===== src/rtl/core/brce_pkg.sv =====
// -----------------------------------------------------------------------------
// Bit range copy engine package
// Shared types, field widths and default sizes for the copy engine.
// -----------------------------------------------------------------------------
package brce_pkg;

   // Fixed field widths of the transaction payloads.
   localparam int DATA_W = 64;
   localparam int IDX_W  = 6;
   localparam int POS_W  = 12;
   localparam int CNT_W  = 13;

   // Default store geometry.
   localparam int DEF_WORD_BITS   = 64;
   localparam int DEF_STORE_WORDS = 64;

   typedef enum logic [1:0] {
      OP_WRITE_SRC = 2'd0,
      OP_WRITE_DST = 2'd1,
      OP_COPY      = 2'd2,
      OP_READ      = 2'd3
   } op_type;

   typedef enum logic [2:0] {
      ST_IDLE,
      ST_DIVIDE,
      ST_COPY,
      ST_READ,
      ST_RESPOND
   } state_type;

   typedef struct packed {
      op_type              opcode;
      logic [IDX_W-1:0]    word_index;
      logic [DATA_W-1:0]   word_data;
      logic [POS_W-1:0]    dst_bit;
      logic [POS_W-1:0]    src_bit;
      logic [CNT_W-1:0]    bit_count;
   } req_type;

   typedef struct packed {
      logic [DATA_W-1:0]   read_data;
      logic                range_error;
   } rsp_type;

   // Commands from the controller to the datapath.
   typedef struct packed {
      logic load;
      logic write_src;
      logic write_dst;
      logic read_issue;
      logic read_capture;
      logic div_step;
      logic copy_issue;
   } cmd_type;

   // Status from the datapath to the controller.
   typedef struct packed {
      logic chk_skip;
      logic last_word;
   } status_type;

endpackage


===== src/rtl/core/brce_ctrl.sv =====
// -----------------------------------------------------------------------------
// Bit range copy engine controller
// Sequences each transaction: writes, reads, and the split and word walk of a
// copy. Drives the datapath through a command struct.
// -----------------------------------------------------------------------------
module brce_ctrl (
   input  logic                  clock,
   input  logic                  reset,
   input  logic                  start,
   input  brce_pkg::op_type      opcode,
   input  brce_pkg::status_type  status,
   output brce_pkg::cmd_type     cmd,
   output logic                  busy,
   output logic                  rsp_valid
);
   import brce_pkg::*;

   state_type         state_ff;
   state_type         state_in;

   // State register.
   always_ff @(posedge clock) begin
      if (reset) begin
         state_ff <= ST_IDLE;
      end else begin
         state_ff <= state_in;
      end
   end

   // Next state and command decode.
   always_comb begin
      state_in = state_ff;
      cmd      = '0;
      unique case (state_ff)
         ST_IDLE: begin
            if (start) begin
               cmd.load = 1'b1;
               unique case (opcode)
                  OP_WRITE_SRC: begin
                     cmd.write_src = 1'b1;
                     state_in      = ST_RESPOND;
                  end
                  OP_WRITE_DST: begin
                     cmd.write_dst = 1'b1;
                     state_in      = ST_RESPOND;
                  end
                  OP_READ: begin
                     cmd.read_issue = 1'b1;
                     state_in       = ST_READ;
                  end
                  OP_COPY: begin
                     state_in = status.chk_skip ? ST_RESPOND : ST_DIVIDE;
                  end
                  default: state_in = ST_IDLE;
               endcase
            end
         end
         ST_DIVIDE: begin
            cmd.div_step = 1'b1;
            state_in     = ST_COPY;
         end
         ST_COPY: begin
            cmd.copy_issue = 1'b1;
            if (status.last_word) begin
               state_in = ST_RESPOND;
            end
         end
         ST_READ: begin
            cmd.read_capture = 1'b1;
            state_in         = ST_RESPOND;
         end
         ST_RESPOND: begin
            state_in = ST_IDLE;
         end
         default: state_in = ST_IDLE;
      endcase
   end

   assign busy      = (state_ff != ST_IDLE);
   assign rsp_valid = (state_ff == ST_RESPOND);

endmodule


===== config.mk =====
export PLATFORM = sky130hd
export DESIGN_NAME = brce_ctrl
export DESIGN_NICKNAME = d
export VERILOG_FILES = /design/src/rtl/core/brce_pkg.sv /design/src/rtl/core/brce_ctrl.sv
export SDC_FILE = /design/constraint.sdc
export NUM_CORES = 1
export LEC_CHECK = 0
export BUFFER_PORTS_ARGS = -buffer_cell sky130_fd_sc_hd__clkbuf_2
export CAP_MARGIN = 20
export CORE_AREA = 2 2 39 41
export CTS_CLUSTER_DIAMETER = 30
export CTS_CLUSTER_SIZE = 30
export DETAILED_ROUTE_END_ITERATION = 16
export DIE_AREA = 0 0 41 43
export PLACE_DENSITY_LB_ADDON = 0.1
export SLEW_MARGIN = 20
export SYNTH_ARGS = -nofsm -noshare
export SYNTH_HDL_FRONTEND = slang
export SYNTH_SLANG_ARGS = --single-unit

===== constraint.sdc =====
create_clock -name clock -period 1.3 [get_ports clock]
set_clock_uncertainty 0.1 [all_clocks]
set_input_delay 0.065 -clock clock [delete_from_list [all_inputs] [get_ports clock]]
set_output_delay 0.065 -clock clock [all_outputs]
set_load 0.05 [all_outputs]

* Word level (Yosys, flattened, before mapping)
Cells that the tools add are included.
** Word-level totals
- Bits in registers :: 3
- Bits in writable memories :: 0
- Latch bits :: 0
- Memories :: 0
- Bits of input ports :: 7
- Bits in read-only memories :: 0
- Output and inout bits :: 9
** Operators by class
- Reduce and logical (&&, ||, !) cells :: 5
- Multipliers :: 0
- Shift operators :: 0
- Div/mod/pow operators :: 0
- Equal/unequal tests :: 9
- $lt $le $gt $ge :: 0
- Muxes and demuxes :: 13
- Bitwise operators :: 0
- Add/subtract/negate cells :: 0
** Operator list (number)
- $pmux W3 S4 :: 1
- $mux W3 :: 3
- $pmux W3 S3 :: 1
- $mux W4 :: 2
- $eq A3 B2 Y1 const B :: 2
- $mux W1 :: 6
- $eq A2 B2 Y1 const B :: 2
- $ne A2 B2 Y1 const B :: 2
- $eq A3 B1 Y1 const B :: 1
- $eq A3 B3 Y1 const B :: 1
- $logic_not A3 Y1 :: 1
- $reduce_bool A3 Y1 :: 1
- $eq A2 B1 Y1 const B :: 1
- $logic_not A2 Y1 :: 1
- $reduce_and A2 Y1 :: 1
- $reduce_or A2 Y1 :: 1

* Depth between registers and ports, before layout
- Word-level depth :: 5
- Gate-level depth with buffers :: 3
- Mapped depth without buffers :: 3

* Least setup slack after synthesis
No wires, ideal clock.
- Path type :: reg2out
- From :: register state_ff[0]
- To :: output port cmd[4] in the netlist's numbering
- Stages on the path, launching flop included :: 4
- Arrival time :: 1829 ps
- Setup slack :: -694 ps
- Cell sequence :: dfxtp_1 -> nor3_2 -> nand2_2 -> nor3b_1
** RTL lines
- start: declaration :: line brce_ctrl.sv:18 : state_type state_ff;
- start signal: assignment :: line brce_ctrl.sv:26 : state_ff <= state_in;
- end: declaration :: line brce_ctrl.sv:12 : output brce_pkg::cmd_type cmd,

==> impl_results.md <==
* Mean Syn Cell Area at ~7.7 um2
* Overflow after GRT at 0
* Crit. End Element: output port
* Routed wl met2 at 450 um
* Vias post-DR at about 280
* Max-cap viol count at 0
* Worst-Skew Late Latency at about 0.23 ns
* Area grow syn2layout at 174%
* Max-Slew Margin vs Limit at a little over 80%
* Crit path from: state_ff[1]
* Req. time, crit path at 1.13 ns
* M1 WL at 230 um
* PortBufs at 15
* Die width at slightly above 40 um
* Initial antenna violation count at 0
* Crit share post-route at 110%
* DIE HEIGHT at ~43 um
* Post-layout nets at between 60 and 70
* Terminus of the critical flop-to-flop path: state_ff[0]
* Tmin final at approximately 1.4 ns
* Critical path launch point type: flip-flop
* Inst Count DP at 61
* Ranking of synthesized cells by area: dfxtp_1, nor3b_1, nor4_2
* CP Cell Sequence: nor3_4 > nand2_4 > nor3b_2 > clkbuf_8
* Critical Path AT at 1.26 ns
* CP max-delay cell: dfxtp_2
* Worst hold stages at 3
* DRT Pass-1 Iters at 2
* CP peak stage delay at ~0.32 ns
* Crit path max fanout at 4
* Antenna Nets Post-Route at 0
* Syn Inst Count at 26
* CTS sink cnt at 3
* Seq/Total Area, Yosys at a little under a third
* First-pass GRT wire length at between 1000 and 1500 um
* TritonCTS buffer count at 3
* Starting Density at between 10% and 20%
* Synthesized Nets at 33
* Endpoints failing hold at 0
* Setup TNS at -0.449 ns
* Peak supply drop at around 370 uV
* Final setup violation count at 5
* Pre-CTS setup slack at -0.0250 ns
* Worst setup margin at -0.124 ns
* CP Capture Point: cmd[4]
* Max FFs per register at 3
* R2R depth at 5
* Met3 WL at about 60 um
* Vias in the first global route at just over 300
* Max Used Layer: met3
* GP Congestion at 0.713
* Post-synth EDFFs at 0
* Worst R2R Setup Slack at -0.02 ns
* Clock root cell: clkbuf_4
* Crit Path Category: flip-flop to output port
* Die area at approximately 1800 um2
* Largest registers: state_ff x3
* GR Util All Layers at 10.1%
* Drt wl/cell at 10.7 um
* Ant. Diodes at 0
* Non-filler cells, final at 69
* Core area at 1380 um2
* I/O pin cnt at 16
* Netlist cell types at 17
* Final Slew Violations at 0
* Initial DRC count at 1
* DRC at 0
* Mapped cell area at around 200 um2
* Worst reg2reg startpoint: state_ff[1]
* Post-Layout Inst Area at roughly 550 um2
* Synth Register Bits at 3
* H-tree depth at 1
* RSZ-0062 raised after global routing: yes
* Largest net degree at the start of global routing at 6
* Area leader, netlist: dfxtp_1
* Drt via density at just over 4
* P_leak at between 0.2 and 0.3 nW
* Most flop-heavy register: state_ff
* Bufs on Longest Clock Path at 2
* Core Rows at 14
* Fmax at 702 MHz
* Hold Path Class: input port to flip-flop
* Top cells by count, synth: dfxtp_1, inv_1, nor2_1, nor3b_1, nand2_1
* Post-synth ARST share at 0%
* Worst-path clk slew at 0.03 ns
* Placed cell area at approximately 340 um2
* Slew @ Worst Pin at between 0.2 and 0.3 ns
* Yosys top cell area share at a little under a third
* TritonCTS clock tree: built
* YS warnings at 0
* Ys flop type: dfxtp_1
* Outcome: complete, but fails checks
* Share of layout cells above drive strength 1 at 75.5%
* Final core utilization at between 30 and 40%
* Violated checks: setup timing
* Cell Pwr Density at around 950 nW/um2
* DRT Wirelength at 741 um
* Final HPWL DP at 529 um
==> worst min path at each step <==
stage | start | to
3_5_place_dp | reset | state_ff[0]
6_report | start | state_ff[1]
2_1_floorplan | reset | state_ff[0]
4_1_cts | status[0] | state_ff[1]
3_3_place_gp | reset | state_ff[0]
5_1_grt | start | state_ff[1]
==> critical path, delay by kind of cell (launching register included) <==
| kind | cells | cell delay [ns] |
|---|---|---|
| buffers and inverters | 1 | 0.20 |
| flip-flops | 1 | 0.32 |
| AND/OR/NAND/NOR | 3 | 0.50 |
==> cell type report <==
cell class                      count  area (um2)
Tap cell                           16        20.0
Timing Repair Buffer               23         226
Clock buffer                        4        26.3
Multi-Input combinational cell     20         198
Inverter                            3        11.3
Fill cell                         151         838
Sequential cell                     3        63.8
==> cell families after synthesis <==
| kind of cell | after synthesis | synth area share (%) |
|---|---|---|
| buffers and inverters | 3 | 5.66 |
| DFF | 3 | 30.2 |
| AOI/OAI and AO/OA | 4 | 12.6 |
| and+or+nand+nor | 16 | 51.6 |
==> placed cells by master, fill, tap and decap left out, drive strengths merged <==
| cell | instances |
|---|---|
| a21boi | 1 |
| a21oi | 1 |
| and2 | 1 |
| and3b | 1 |
| buf | 13 |
| clkbuf | 13 |
| dfxtp | 3 |
| dlygate4sd3 | 1 |
| inv | 3 |
| nand2 | 3 |
| nand3 | 1 |
| nor2 | 3 |
| nor2b | 1 |
| nor3 | 2 |
| nor3b | 3 |
| nor4 | 1 |
| o211ai | 1 |
| o21ai | 1 |
==> routing by layer <==
layer / GRT usage, % / vias up
li1: - / 143
met1: 9.62 / 128
met2: 16.9 / 12
met3: 4.19 / 0
met4: 6.00 / 0
met5: 0 / -
==> timing repair <==
action | CTS | global route
endpoints found under the setup margin | 8 | 9
endpoints found under the hold margin | 1 | 0
gates resized for setup | 26 | 12
buffers inserted | 2 | 1
hold buffers | 1 | 0
pin swaps | 5 | 1
==> power by group <==
group	leakage (nW)	total [W]	switching [W]	internal, W
Combinational	0.211	0.000253	0.000142	0.000111
Clock	0.0150	0.000158	0.0000430	0.000115
Sequential	0.0258	0.000107	0.00000705	0.000100
==> through the flow <==
step	hold WS, ns	power (W)
3_3_place_gp	0.165	0.000275
3_5_place_dp	0.168	0.000275
2_1_floorplan	0.0385	0.000220
5_1_grt	0.0627	0.000554
4_1_cts	0.0576	0.000500
6_report	0.0554	0.000518
(Power assumes the default switching activity.)
